File: src/rtl/pcdc_pkg.sv
// Shared constants, types and codes for the depth-image colorizer.
`timescale 1ns / 1ps
package pcdc_pkg;

    // image geometry
    localparam int IMG_WIDTH     = 384;
    localparam int IMG_HEIGHT    = 216;
    localparam int WINDOW_RADIUS = 7;
    localparam int HALF_W        = IMG_WIDTH / 2;
    localparam int HALF_H        = IMG_HEIGHT / 2;
    localparam int DEPTH         = IMG_WIDTH * IMG_HEIGHT;
    localparam int ADDR_W        = $clog2(DEPTH);
    localparam int COL_W         = $clog2(IMG_WIDTH);
    localparam int ROW_W         = $clog2(IMG_HEIGHT);

    // port field widths
    localparam int OP_W      = 2;
    localparam int COORD_W   = 24;
    localparam int SCALE_W   = 24;
    localparam int PCOL_W    = 9;
    localparam int PROW_W    = 8;
    localparam int CH_W      = 8;
    localparam int CFG_IDX_W = 1;
    localparam int DV_W      = 16;

    localparam int SCALE_FRAC = 8;
    localparam int HSCALE_RST = 67633;
    localparam int VSCALE_RST = 68429;
    localparam int DEPTH_MAX  = 65535;

    // hole-fill window
    localparam int WIN_SPAN = 2 * WINDOW_RADIUS + 1;
    localparam int WIN_N    = WIN_SPAN * WIN_SPAN;
    localparam int OFF_W    = $clog2(WIN_SPAN);
    localparam int DSQ_MAX  = 2 * WINDOW_RADIUS * WINDOW_RADIUS;
    localparam int DSQ_W    = $clog2(DSQ_MAX + 1);
    localparam int WT_W     = 25;
    localparam int WT_ONE   = 1 << 24;
    localparam int TOP_W    = DV_W + WT_W + $clog2(WIN_N);
    localparam int BOT_W    = WT_W + $clog2(WIN_N);

    // shared multiplier, divider, square root
    localparam int MUL_W  = COORD_W + 1;
    localparam int PROD_W = 2 * MUL_W;
    localparam int DIV_NW = (TOP_W > 2 * COORD_W) ? TOP_W : 2 * COORD_W;
    localparam int DIV_DW = (BOT_W > COORD_W + SCALE_FRAC) ? BOT_W : COORD_W + SCALE_FRAC;
    localparam int SQ_W   = 2 * COORD_W;
    localparam int ROOT_W = COORD_W;

    // hue map
    localparam int    SEG_SPAN = 10923;
    localparam int    CH_MAX   = 255;
    localparam int    SEG_HW   = $clog2(6 * SEG_SPAN + 1);
    localparam int    SEG_T_W  = $clog2(SEG_SPAN + 1);
    localparam int    RAMP_W   = $clog2(CH_MAX * SEG_SPAN + 1);
    localparam int    RECIP_SH = RAMP_W + $clog2(SEG_SPAN);
    localparam longint RECIP_VAL = ((64'd1 << RECIP_SH) + SEG_SPAN - 1) / SEG_SPAN;
    localparam int    RECIP_W  = $clog2(RECIP_VAL + 1);

    typedef enum logic [OP_W-1:0] {
        OP_ADD   = 2'd0,
        OP_READ  = 2'd1,
        OP_CLEAR = 2'd2,
        OP_NONE  = 2'd3
    } t_op;

    localparam logic [CFG_IDX_W-1:0] REG_HSCALE = 1'd0;
    localparam logic [CFG_IDX_W-1:0] REG_VSCALE = 1'd1;

    typedef struct packed {
        logic busy;
        logic done;
    } t_unit_st;

    typedef struct packed {
        logic [CH_W-1:0] red;
        logic [CH_W-1:0] green;
        logic [CH_W-1:0] blue;
    } t_rgb;

endpackage

File: src/rtl/pcdc_div.sv
// Restoring divider, one quotient bit per cycle.
`timescale 1ns / 1ps
module pcdc_div import pcdc_pkg::*; (
    input  logic              i_clk,
    input  logic              i_rst_n,
    input  logic              i_start,
    input  logic [DIV_NW-1:0] i_num,
    input  logic [DIV_DW-1:0] i_den,
    output t_unit_st          o_st,
    output logic [DIV_NW-1:0] o_quo,
    output logic              o_rem_nz
);
    localparam int CNT_W = $clog2(DIV_NW);

    logic              r_busy;
    logic              r_done;
    logic [CNT_W-1:0]  r_cnt;
    logic [DIV_NW-1:0] r_num;
    logic [DIV_DW-1:0] r_rem;
    logic [DIV_DW-1:0] r_den;
    logic [DIV_DW:0]   w_rem_sh;
    logic              w_ge;
    logic [DIV_DW-1:0] n_rem;

    always_comb begin
        w_rem_sh = {r_rem, r_num[DIV_NW-1]};
        w_ge     = w_rem_sh >= {1'b0, r_den};
        n_rem    = w_ge ? DIV_DW'(w_rem_sh - {1'b0, r_den}) : DIV_DW'(w_rem_sh);
    end

    always_ff @(posedge i_clk) begin
        if (!i_rst_n) begin
            r_busy <= 1'b0;
            r_done <= 1'b0;
            r_cnt  <= '0;
        end else begin
            r_done <= 1'b0;
            if (i_start) begin
                r_busy <= 1'b1;
                r_cnt  <= '0;
                r_num  <= i_num;
                r_rem  <= '0;
                r_den  <= i_den;
            end else if (r_busy) begin
                // quotient bits shift in behind the dividend bits
                r_num <= {r_num[DIV_NW-2:0], w_ge};
                r_rem <= n_rem;
                r_cnt <= r_cnt + 1'b1;
                if (r_cnt == CNT_W'(DIV_NW - 1)) begin
                    r_busy <= 1'b0;
                    r_done <= 1'b1;
                end
            end
        end
    end

    assign o_st.busy = r_busy;
    assign o_st.done = r_done;
    assign o_quo     = r_num;
    assign o_rem_nz  = |r_rem;
endmodule

File: config.mk
export PLATFORM = sky130hd
export DESIGN_NAME = pcdc_div
export DESIGN_NICKNAME = d
export VERILOG_FILES = /design/src/rtl/pcdc_pkg.sv /design/src/rtl/pcdc_div.sv
export SDC_FILE = /design/constraint.sdc
export NUM_CORES = 1
export LEC_CHECK = 0
export BUFFER_PORTS_ARGS = -buffer_cell sky130_fd_sc_hd__buf_2
export CAP_MARGIN = 5
export CORE_ASPECT_RATIO = 0.7
export CORE_MARGIN = 3
export CORE_UTILIZATION = 58
export CTS_BUF_LIST = sky130_fd_sc_hd__clkbuf_8
export CTS_CLUSTER_SIZE = 14
export DETAILED_ROUTE_END_ITERATION = 8
export HOLD_SLACK_MARGIN = 0.15
export PLACE_DENSITY = 0.82
export SETUP_SLACK_MARGIN = 0.02
export SKIP_LAST_GASP = 1
export SLEW_MARGIN = 20
export SYNTH_ARGS = -nofsm -noshare
export SYNTH_HDL_FRONTEND = slang
export SYNTH_SLANG_ARGS = --single-unit
File: constraint.sdc
create_clock -name i_clk -period 3.5 [get_ports i_clk]
set_clock_uncertainty 0.15 [all_clocks]
set_input_delay 0.175 -clock i_clk [delete_from_list [all_inputs] [get_ports i_clk]]
set_output_delay 0.175 -clock i_clk [all_outputs]
set_load 0.03 [all_outputs]
## After elaboration in Yosys (flattened, before gate mapping)

Index checks and enable logic that the tools add are counted.

- Add/subtract/negate cells: 2
- Magnitude comparators: 1
- Eq/ne operators: 1
- Mux-type cells: 8
- Bitwise operators: 2
- Reduce and logical (&&, ||, !) cells: 6

Operators by type and width:

| kind | number |
|---|---|
| 49-bit 2-to-1 mux | 2 |
| 33-bit 2-to-1 mux | 2 |
| 34-bit by 33-bit >= comparator with 1-bit output | 1 |
| 33-bit OR reduction | 1 |
| 33-bit subtractor | 1 |
| 6-bit by 1-bit adder with 6-bit output (second input constant) | 1 |
| 6-bit == test (second input constant) | 1 |
| 1-bit 2-to-1 mux | 4 |
| 2-bit AND reduction | 2 |
| 3-bit OR reduction | 1 |
| 1-bit inverter | 2 |
| 2-bit nonzero test | 1 |
| 2-bit OR reduction | 1 |

- Bits in registers: 123
- Bits of input ports: 85
- Output and inout port bits: 52

## Longest topological paths before layout

Gate-level depths: netlist of run 1.

- Depth after elaboration: 4
- Depth in mapped cells: 13
- Gate-level depth less buffers: 12

## Worst setup path after synthesis of run 1

No wires, ideal clock.

- Path type: reg2reg
- Start: register r_num[48] (netlist: o_quo[48])
- End: register r_num[0] (netlist: o_quo[0]) (data pin)
- Library setup time: 0.260 ns
- Arrival time: 2.980 ns
- Required time: 3.090 ns
- Slack: 0.110 ns
- Stages on the path, launching flop included: 13
- Path buffers: 1
- Period minus slack after synthesis: 3.390 ns
- Cell sequence: edfxtp_1 > inv_1 > ha_1 > inv_1 > fa_1 > a211o_1 > a211o_1 > a21oi_2 > o211a_4 > nor2_4 > a21o_4 > buf_2 > mux2_2

- Longest elaborated chain between the ends: 3

RTL lines:

| element | RTL line | RTL |
|---|---|---|
| start: declaration | pcdc_div.sv:18 | `logic [DIV_NW-1:0] r_num;` |
| start signal: assignment | pcdc_div.sv:41 | `r_num <= i_num;` |
| start signal: assignment | pcdc_div.sv:46 | `r_num <= {r_num[DIV_NW-2:0], w_ge};` |
| 34-bit by 33-bit >= comparator with 1-bit output | pcdc_div.sv:27 | `w_ge = w_rem_sh >= {1'b0, r_den};` |
| 49-bit 2-to-1 mux | pcdc_div.sv:44 | `end else if (r_busy) begin` |
| 49-bit 2-to-1 mux | pcdc_div.sv:38 | `if (i_start) begin` |

No other way between the ends. The select of a mux whose other input is x is not followed.
A chain may end at the register's enable or synchronous reset.

## Worst setup path in the final report of run 1

- Start: register r_rem[7]
- End: register r_rem[13] (data pin)

- Longest elaborated chain between the ends: 3
- Elaborated cells between the ends (all ways): 4

RTL lines:

| element | RTL line | RTL |
|---|---|---|
| start: declaration | pcdc_div.sv:19 | `logic [DIV_DW-1:0] r_rem;` |
| start signal: assignment | pcdc_div.sv:47 | `r_rem <= n_rem;` |
| 33-bit subtractor or 34-bit by 33-bit >= comparator with 1-bit output (tied branches) | pcdc_div.sv:28, pcdc_div.sv:27 |  |
| 33-bit 2-to-1 mux * | pcdc_div.sv:28 | `n_rem = w_ge ? DIV_DW'(w_rem_sh - {1'b0, r_den}) : DIV_DW'(w_rem_sh);` |
| 33-bit 2-to-1 mux * | pcdc_div.sv:44 |  |

Mark *: on every way between the ends. The rest lies on a longest branch, timed or not. The select of a mux whose other input is x is not followed.

==> results of run 1 <==
## critical path: cells and delay by family, from the launching register on
kind | cells | cell delay, ps
AND/OR/NAND/NOR | 4 | 1240
AO/OA/AOI/OAI | 4 | 640
flip-flops | 1 | 500
adder cells (fa/ha/maj) | 1 | 460
buffers and inverters | 1 | 190
## path summary, 6_finish.rpt
| kind | start | end | slack (ps) | depth (start not counted) |
|---|---|---|---|---|
| max reg2reg | r_rem[7] | r_rem[13] | 140 | 10 |
| max | r_rem[7] | r_rem[13] | 140 | 10 |
| min | i_start | r_rem[11] | 260 | 3 |
| min reg2reg | r_cnt[5] | r_done | 350 | 2 |
## cells in the final DEF (no fill, tap or decap), types with 16 or more instances in the layout
master | synthesis | routed
nor2_1 | 49 | 48
clkbuf_8 | 0 | 17
dlygate4sd3_1 | 0 | 84
ha_1 | 35 | 35
xnor2_1 | 16 | 16
buf_2 | 4 | 136
mux2i_1 | 17 | 17
nand2_1 | 37 | 37
mux2_2 | 49 | 49
inv_1 | 48 | 49
o21ai_0 | 28 | 27
edfxtp_1 | 115 | 115
a21oi_1 | 38 | 38
## metrics by stage
step | setup slack (ps) | hold WS [ps] | total power [mW]
finish | 142.2 | 262.9 | 4.393
global route | 36.39 | 246.7 | 4.559
CTS | 62.69 | 242.8 | 4.293
detailed placement | 27.59 | 203.1 | 2.924
global placement | 166.3 | 200.9 | 2.883
floorplan | 110.3 | 123.9 | 2.634
## per-layer routing
metal  routed length [um]  global-route usage
met3                 1946             0.07261
met5                    0                   0
met2                 9846              0.4906
met4                  792              0.1131
met1                 7924              0.4035
## cells by family (layout without fill, tap and decap cells)
family / after synthesis / count (layout) / share of synthesized area
simple gates: 162 / 162 / 0.1142
fa+ha+maj: 36 / 36 / 0.06491
mux: 66 / 66 / 0.1023
compound gates: 137 / 139 / 0.1323
flops: 123 / 123 / 0.5121
buf+inv: 72 / 311 / 0.04185
xor+xnor: 26 / 26 / 0.03227
## cell type report
cell class | instances | area (um2)
clock buffers | 17 | 234.0
fillers | 720 | 2585
multi-input cells | 429 | 3207
inverters | 48 | 180.2
repair buffers | 231 | 1629
flip-flops and latches | 123 | 3613
clock inverters | 15 | 163.9
well taps | 157 | 196.4
## power by group through the flow
stage / clock network [mW] / logic, mW / registers [mW]
floorplan: 0 / 0.724 / 1.91
global placement: 0 / 1.04 / 1.85
detailed placement: 0 / 1.07 / 1.85
CTS: 1.30 / 1.17 / 1.82
global route: 1.38 / 1.33 / 1.84
finish: 1.31 / 1.25 / 1.83
## timing repair
| action | CTS | global route |
|---|---|---|
| pin swaps | 0 | 2 |
| hold endpoints to repair | 89 | 0 |
| endpoints found under the setup margin | 5 | 30 |
| hold buffers | 84 | 0 |
| gates resized for setup | 1 | 7 |
| setup buffers | 0 | 1 |
| gates cloned | 0 | 2 |
## state kept, by name, summed over array words and instances (netlist names)
name	count
r_done	1
o_quo	49
r_cnt	6
r_den	33
r_rem	33
r_busy	1
==> metrics.csv, run 1 <==
metric,value,unit
Lkg Pwr,3.870,nW
routed length per instance,20.11,um
synth cell count leaders,"edfxtp_1, mux2_2, nor2_1",
Via density,6.049,
Internal Pwr Total,2.920,mW
total track usage,0.3048,
sequential share of power,0.417,
Final Instance Count excl. Fillers,1020,
status,"complete, no violations",
VDD IR max,0.3518,mV
synthesis-to-layout area growth,30.73,%
Most used DFF post-synth,edfxtp_1,
CP startpoint kind,flop,
Placed Area,0.007925,mm2
"flops & latches, synth",123,
# nets final,971,
Mapped Cells,622,
Final Cell Area,0.009224,mm2
max-slew violations,0,
Initial Util,0.5975,
via count,6170,
Worst Max-Slew Pin Slew,837.6,ps
Switching Fraction,0.3353,
Crit Path Max Fanout,7,
CTS Buf Count,17,
detailed placement HPWL,12.54,mm
NetSw,1.473,mW
share of layout cells above drive strength 1,0.2839,
Logic pwr share,0.285,
setup TNS,0,ps
Pre-antenna DRT Iters,6,
"Cell Chain, Critical Path",ha_1 > nand2_1 > or3_1 > nor4_1 > a311oi_1 > o21ai_2 > a21oi_4 > buf_4 > or3b_1 > a21oi_1,
DIE WIDTH,137.8,um
CTS tree,yes,
Util after Layout,0.7811,
Ys Warns,0,
Critical Path RT,3620,ps
final worst-path cycle share,0.9594,
clk sinks,123,
syn_area_per_cell,11.34,um2
antenna violations before repair,0,
Slew headroom,0.4416,
type of the worst min-delay path,in2reg,
most common cell in the netlist,edfxtp_1,
Cell variety after synth,65,
row cnt,33,
largest net degree at the start of global routing,49,
Peak Freq,0.2978,GHz
grt ovf,0,
initial detailed-routing violation count,892,
worst stage delay on the critical path,500,ps
# port buffers,136,
post-synth top area share,0.4894,
maxcap violations,0,
Async SR Flop Fraction,0,
Die Height,98.28,um
"Slowest-stage cell, CP",edfxtp_1,
Clk pwr share,0.299,
"Clk Latency, worst-skew pair",450,ps
top post-synthesis cells by area,"edfxtp_1, mux2_2, ha_1",
WS Path Type,reg2reg,
CP Data Arrival Time,3480,ps
DP Cell Count,901,
Final Hold Violating Endpoints,0,
unrepaired setup endpoints after global routing,false,
vias in the first global route,5944,
antenna cells,0,
Ports,137,
min cycle time layout,3358,ps
number of synthesized flops with an enable pin,115,
Synth Cell Area,0.007056,mm2
core outline area,0.01181,mm2
root buf cell,clkbuf_8,
# setup viols final,0,
Critical Path End Type,flop,
"area leader, netlist",edfxtp_1,
die area,0.01355,mm2
P per Cell Area,476.2,mW/mm2
DR DRC count,0,
syn nets,743,
Routed WL,20.51,mm
"Seq/Total Area, Yosys",0.5121,
clk slew on worst S/H paths,90,ps
Antenna Nets Post-Route,0,
clk buf depth,2,
first-pass GRT wire length,31.71,mm
H-tree levels,4,
GPL Wtd Cong,0.9537,
Power figures use the tool's default switching activity.
==> run 2, diff against run 1 <==
--- a/config.mk
+++ b/config.mk
@@ -17,3 +17,3 @@
 export PLACE_DENSITY = 0.82
-export SETUP_SLACK_MARGIN = 0.02
+export SETUP_SLACK_MARGIN = 0.1
 export SKIP_LAST_GASP = 1
==> constraint.sdc (replaced) <==
create_clock -name i_clk -period 3.5 [get_ports i_clk]
set_clock_uncertainty 0.15 [all_clocks]
set_input_delay 0.7 -clock i_clk [delete_from_list [all_inputs] [get_ports i_clk]]
set_output_delay 0.7 -clock i_clk [all_outputs]
set_load 0.03 [all_outputs]
==> run 2 against run 1 <==
Critical path depth rose by 2; setup slack improved by 78 ps; first-iteration DRC count shrank 36%; clock-buffer cell count is 1 higher; final area decreased by 8.7%; largest power group unchanged.
==> metrics.csv, run 2 (same netlist as run 1, synthesis figures left out) <==
metric,value,unit,change
DIE WIDTH,137.8,um,unchanged
flop2flop setup slack,220,ps,+80 ps
Critical Path End Type,flop,,
DR WL met3,1.614,mm,-17%
maxcap violations,0,,unchanged
hold-fix buffers at CTS,0,,-100%
met2 wire len,8.027,mm,-18%
sequential cell area,0.003613,mm2,unchanged
unrepaired setup endpoints after global routing,false,,
"commonest cells after routing, fill and taps aside","buf_2, edfxtp_1, mux2_2, nor2_1, inv_1",,
# setup viols final,0,,unchanged
Ports,137,,unchanged
root buf cell,clkbuf_8,,
min cycle time layout,3280,ps,-78.14 ps
CTS tree,yes,,
Antenna Nets Post-Route,0,,unchanged
Routed WL,17.67,mm,-14%
# port buffers,136,,unchanged
Die Height,98.28,um,unchanged
total track usage,0.2604,,-0.04443
Top Metal Used,met4,,
final worst-path cycle share,0.9370,,-0.02233
vias in the first global route,5385,,-9.4%
max-slew violations,0,,unchanged
"most common cell after layout, fill and taps aside",buf_2,,
Pre-antenna DRT Iters,5,,-1
Worst Max-Slew Pin Slew,536.9,ps,-300.7 ps
antenna cells,0,,unchanged
Crit Path Max Fanout,8,,+1
detailed placement HPWL,12.55,mm,about the same
row cnt,33,,unchanged
clk buf depth,2,,unchanged
post-CTS setup buffers,0,,unchanged
Via density,6.079,,+0.50%
initial detailed-routing violation count,573,,-36%
P per Cell Area,517.1,mW/mm2,+8.6%
Final Hold Violating Endpoints,0,,unchanged
"Worst Setup Slack, final",220.4,ps,+78.14 ps
# nets final,888,,-8.5%
die area,0.01355,mm2,unchanged
clk sinks,123,,unchanged
DR DRC count,0,,unchanged
WS Path Type,reg2reg,,
CP Data Arrival Time,3340,ps,-140 ps
Initial Util,0.5975,,unchanged
Peak Freq,0.3049,GHz,+2.4%
setup TNS,0,ps,unchanged
post-place setup slack,173.0,ps,+145.4 ps
largest net degree at the start of global routing,43,,-12%
H-tree levels,4,,unchanged
Slew headroom,0.6421,,+0.2005
CTS Buf Count,17,,unchanged
area of the multi-input gates,0.003192,mm2,-0.47%
max FFs per register,49,,unchanged
post-cts resize count,0,,-1
antenna violations before repair,0,,unchanged
filler instances,818,,+14%
routed length per instance,18.85,um,-6.2%
"Clk Latency, worst-skew pair",450,ps,about the same
clk slew on worst S/H paths,80,ps,about the same
core outline area,0.01181,mm2,unchanged
DRT met1 WL,7.653,mm,-3.4%
VDD IR max,0.2808,mV,-20%
final hold slack,266.1,ps,+3.265 ps
Lkg Pwr,3.542,nW,-8.5%
first-pass GRT wire length,27.44,mm,-13%
synthesis-to-layout area growth,19.38,%,
grt ovf,0,,unchanged
Critical Path RT,3560,ps,-60 ps
CP startpoint kind,flop,,
status,"complete, no violations",,
type of the worst min-delay path,in2reg,,
share of layout cells above drive strength 1,0.3154,,+0.03149
via count,5696,,-7.7%
GPL Wtd Cong,0.9465,,-0.75%
==> run 2: worst paths after layout <==
check / start / endpoint / depth (start not counted)
worst max-delay path: o_quo[48] / r_rem[11] / 12
worst min-delay path: i_den[5] / r_den[5] / 1
worst max register to register: o_quo[48] / r_rem[11] / 12
worst min register to register: r_cnt[5] / r_done / 2
==> run 2: area by class of cell <==
cell class,count,area share
sequential,123,0.4290
multi-input combinational,429,0.3789
timing repair buffer,148,0.09596
clock buffer,18,0.02941
tap,157,0.02332
clock inverter,14,0.02198
inverter,48,0.02139
==> run 2: power breakdown <==
group / internal, mW / switching, mW
combinational: 0.457 / 0.680
sequential: 1.75 / 0.0687
clock: 0.739 / 0.656
==> run 2: per-layer routing <==
metal | GRT usage | vias up
met5 | 0 | -
met4 | 0.07441 | 0
met3 | 0.06231 | 38
met2 | 0.4007 | 310
met1 | 0.3708 | 2723
li1 | - | 2625
==> run 2: critical path: stages (launching register included) <==
cell and delay, ps:
edfxtp_1 400, inv_1 110, ha_1 180, inv_1 60
fa_2 370, a211o_1 330, a211o_1 360, a21oi_2 200
o211a_4 210, nor2_4 70, a21o_2 320, mux2i_1 220
nor2_1 60
==> run 2: metrics by stage <==
stage	utilization	std cells	total power [mW]	cell area, um2
2_1_floorplan	-	622	2.632	7057
3_3_place_gp	0.6734	903	2.895	7953
4_1_cts	0.7101	935	4.325	8386
6_report	0.7133	937	4.355	8423
3_5_place_dp	0.6734	903	2.931	7953
5_1_grt	0.7133	937	4.534	8423
==> run 3, diff against run 2 <==
Settings changed: RECOVER_POWER from default to 25.
==> run 3 against run 2 <==
Non-clock buffer count unchanged; global-route usage is the same; sequential share of layout area about the same; setup slack got worse by 7.2 ps; critical path depth unchanged; sequential power barely moved; worst hold slack worse by 0.70 ps; final area down 0.10%; largest cell class unchanged.
==> metrics.csv, run 3 (same netlist as run 1, synthesis figures left out) <==
metric,value,unit,change
Final Instance Count excl. Fillers,937,,unchanged
Critical Path RT,3560,ps,about the same
Peak Freq,0.3042,GHz,-0.22%
"Clk Latency, worst-skew pair",450,ps,about the same
Critical Path End Type,flop,,
critical path launch point,o_quo[48],,
hold-fix buffers at CTS,0,,unchanged
DIE WIDTH,137.8,um,unchanged
clk slew on worst S/H paths,80,ps,about the same
max FFs per register,49,,unchanged
# nets final,888,,unchanged
detailed placement HPWL,12.55,mm,unchanged
filler instances,819,,+0.12%
"Worst Setup Slack, final",213.2,ps,-7.210 ps
total track usage,0.2604,,unchanged
share of layout cells above drive strength 1,0.3128,,-0.002564
H-tree levels,4,,unchanged
core outline area,0.01181,mm2,unchanged
Critical R2R Launch,o_quo[48],,
clk buf depth,2,,unchanged
DR DRC count,0,,unchanged
final worst-path cycle share,0.9391,,+0.002060
WS Path Type,reg2reg,,
area of the multi-input gates,0.003184,mm2,-0.24%
Lkg Pwr,3.537,nW,-0.13%
min cycle time layout,3287,ps,+7.210 ps
Reg2Reg Depth,12,,unchanged
VDD IR max,0.2811,mV,+0.12%
Final Cell Area,0.008414,mm2,-0.10%
Pre-antenna DRT Iters,8,,+3
post-place setup slack,173.0,ps,unchanged
status,"complete, no violations",,
type of the worst min-delay path,in2reg,,
Slew headroom,0.1585,,-0.4835
Worst setup endpoint,r_rem[11],,
P per Cell Area,517.7,mW/mm2,+0.12%
GPL Wtd Cong,0.9465,,unchanged
clk sinks,123,,unchanged
Ports,137,,unchanged
Antenna Nets Post-Route,0,,unchanged
flop2flop setup slack,210,ps,about the same
antenna violations before repair,0,,unchanged
post-cts resize count,0,,unchanged
first-pass GRT wire length,27.44,mm,unchanged
"commonest cells after routing, fill and taps aside","buf_2, edfxtp_1, mux2_2, nor2_1, inv_1",,
Final Hold Violating Endpoints,0,,unchanged
maxcap violations,0,,unchanged
CP startpoint kind,flop,,
routed length per instance,18.86,um,about the same
antenna cells,0,,unchanged
# setup viols final,0,,unchanged
Final Power,4.356,mW,about the same
Placed Area,0.007953,mm2,unchanged
CTS tree,yes,,
Crit Path Max Fanout,8,,unchanged
Via density,6.081,,about the same
Initial Util,0.5975,,unchanged
CP Data Arrival Time,3340,ps,about the same
grt ovf,0,,unchanged
root buf cell,clkbuf_8,,
synthesis-to-layout area growth,19.26,%,
DP Cell Count,903,,unchanged
post-CTS setup buffers,0,,unchanged
unrepaired setup endpoints after global routing,false,,
via count,5698,,+0.035%
setup TNS,0,ps,unchanged
vias in the first global route,5385,,unchanged
initial detailed-routing violation count,568,,-0.87%
Routed WL,17.68,mm,about the same
sequential cell area,0.003613,mm2,unchanged
max-slew violations,0,,unchanged
largest net degree at the start of global routing,43,,unchanged
# port buffers,136,,unchanged
"most common cell after layout, fill and taps aside",buf_2,,
row cnt,33,,unchanged
die area,0.01355,mm2,unchanged
CTS Buf Count,17,,unchanged
worst r2r dst,r_rem[11],,
Worst Max-Slew Pin Slew,1262,ps,+725.3 ps
Die Height,98.28,um,unchanged
run 3: cell count changes in the layout (fill, tap and decap cells not counted), sizes merged:
cell and delta:
buf -1, clkbuf +1
run 3: worst min-delay path by stage:
stage	depth (start not counted)	startpoint	to
after floorplan	2	r_cnt[5]	r_cnt[5]
after global placement	2	r_cnt[5]	r_cnt[5]
after detailed placement	2	r_cnt[5]	r_cnt[5]
after CTS	1	i_den[14]	r_den[14]
after global routing	1	i_den[5]	r_den[5]
final	1	i_den[5]	r_den[5]
run 3: final cells by class:
type | instances | area share
clock buffers | 18 | 0.02944
inverters | 48 | 0.02141
clock inverters | 14 | 0.02201
multi-input cells | 429 | 0.3784
repair buffers | 148 | 0.09591
flip-flops and latches | 123 | 0.4294
well taps | 157 | 0.02335
run 3: layer usage:
metal | routed length, um | track usage
met5 | 0 | 0
met4 | 424 | 0.07441
met3 | 1630 | 0.06231
met2 | 7958 | 0.4007
met1 | 7662 | 0.3708
run 3: critical path, cell delays in order (launching register included):
cell,delay (ps)
edfxtp_1,400
inv_1,110
ha_1,180
inv_1,60
fa_2,370
a211o_1,330
a211o_1,360
a21oi_2,200
o211a_4,210
nor2_4,70
a21o_2,320
mux2i_1,210
nor2_1,60
run 3: power breakdown:
group,switching [mW],internal (mW),total (mW)
sequential,0.0687,1.75,1.82
combinational,0.681,0.457,1.14
clock,0.656,0.739,1.40
run 3: stage by stage:
| stage | hold WS, ps | util |
|---|---|---|
| after floorplan | 308.5 | - |
| after global placement | 318.5 | 0.6734 |
| after detailed placement | 348.2 | 0.6734 |
| after CTS | 253.2 | 0.7101 |
| after global routing | 251.0 | 0.7125 |
| final | 265.5 | 0.7125 |
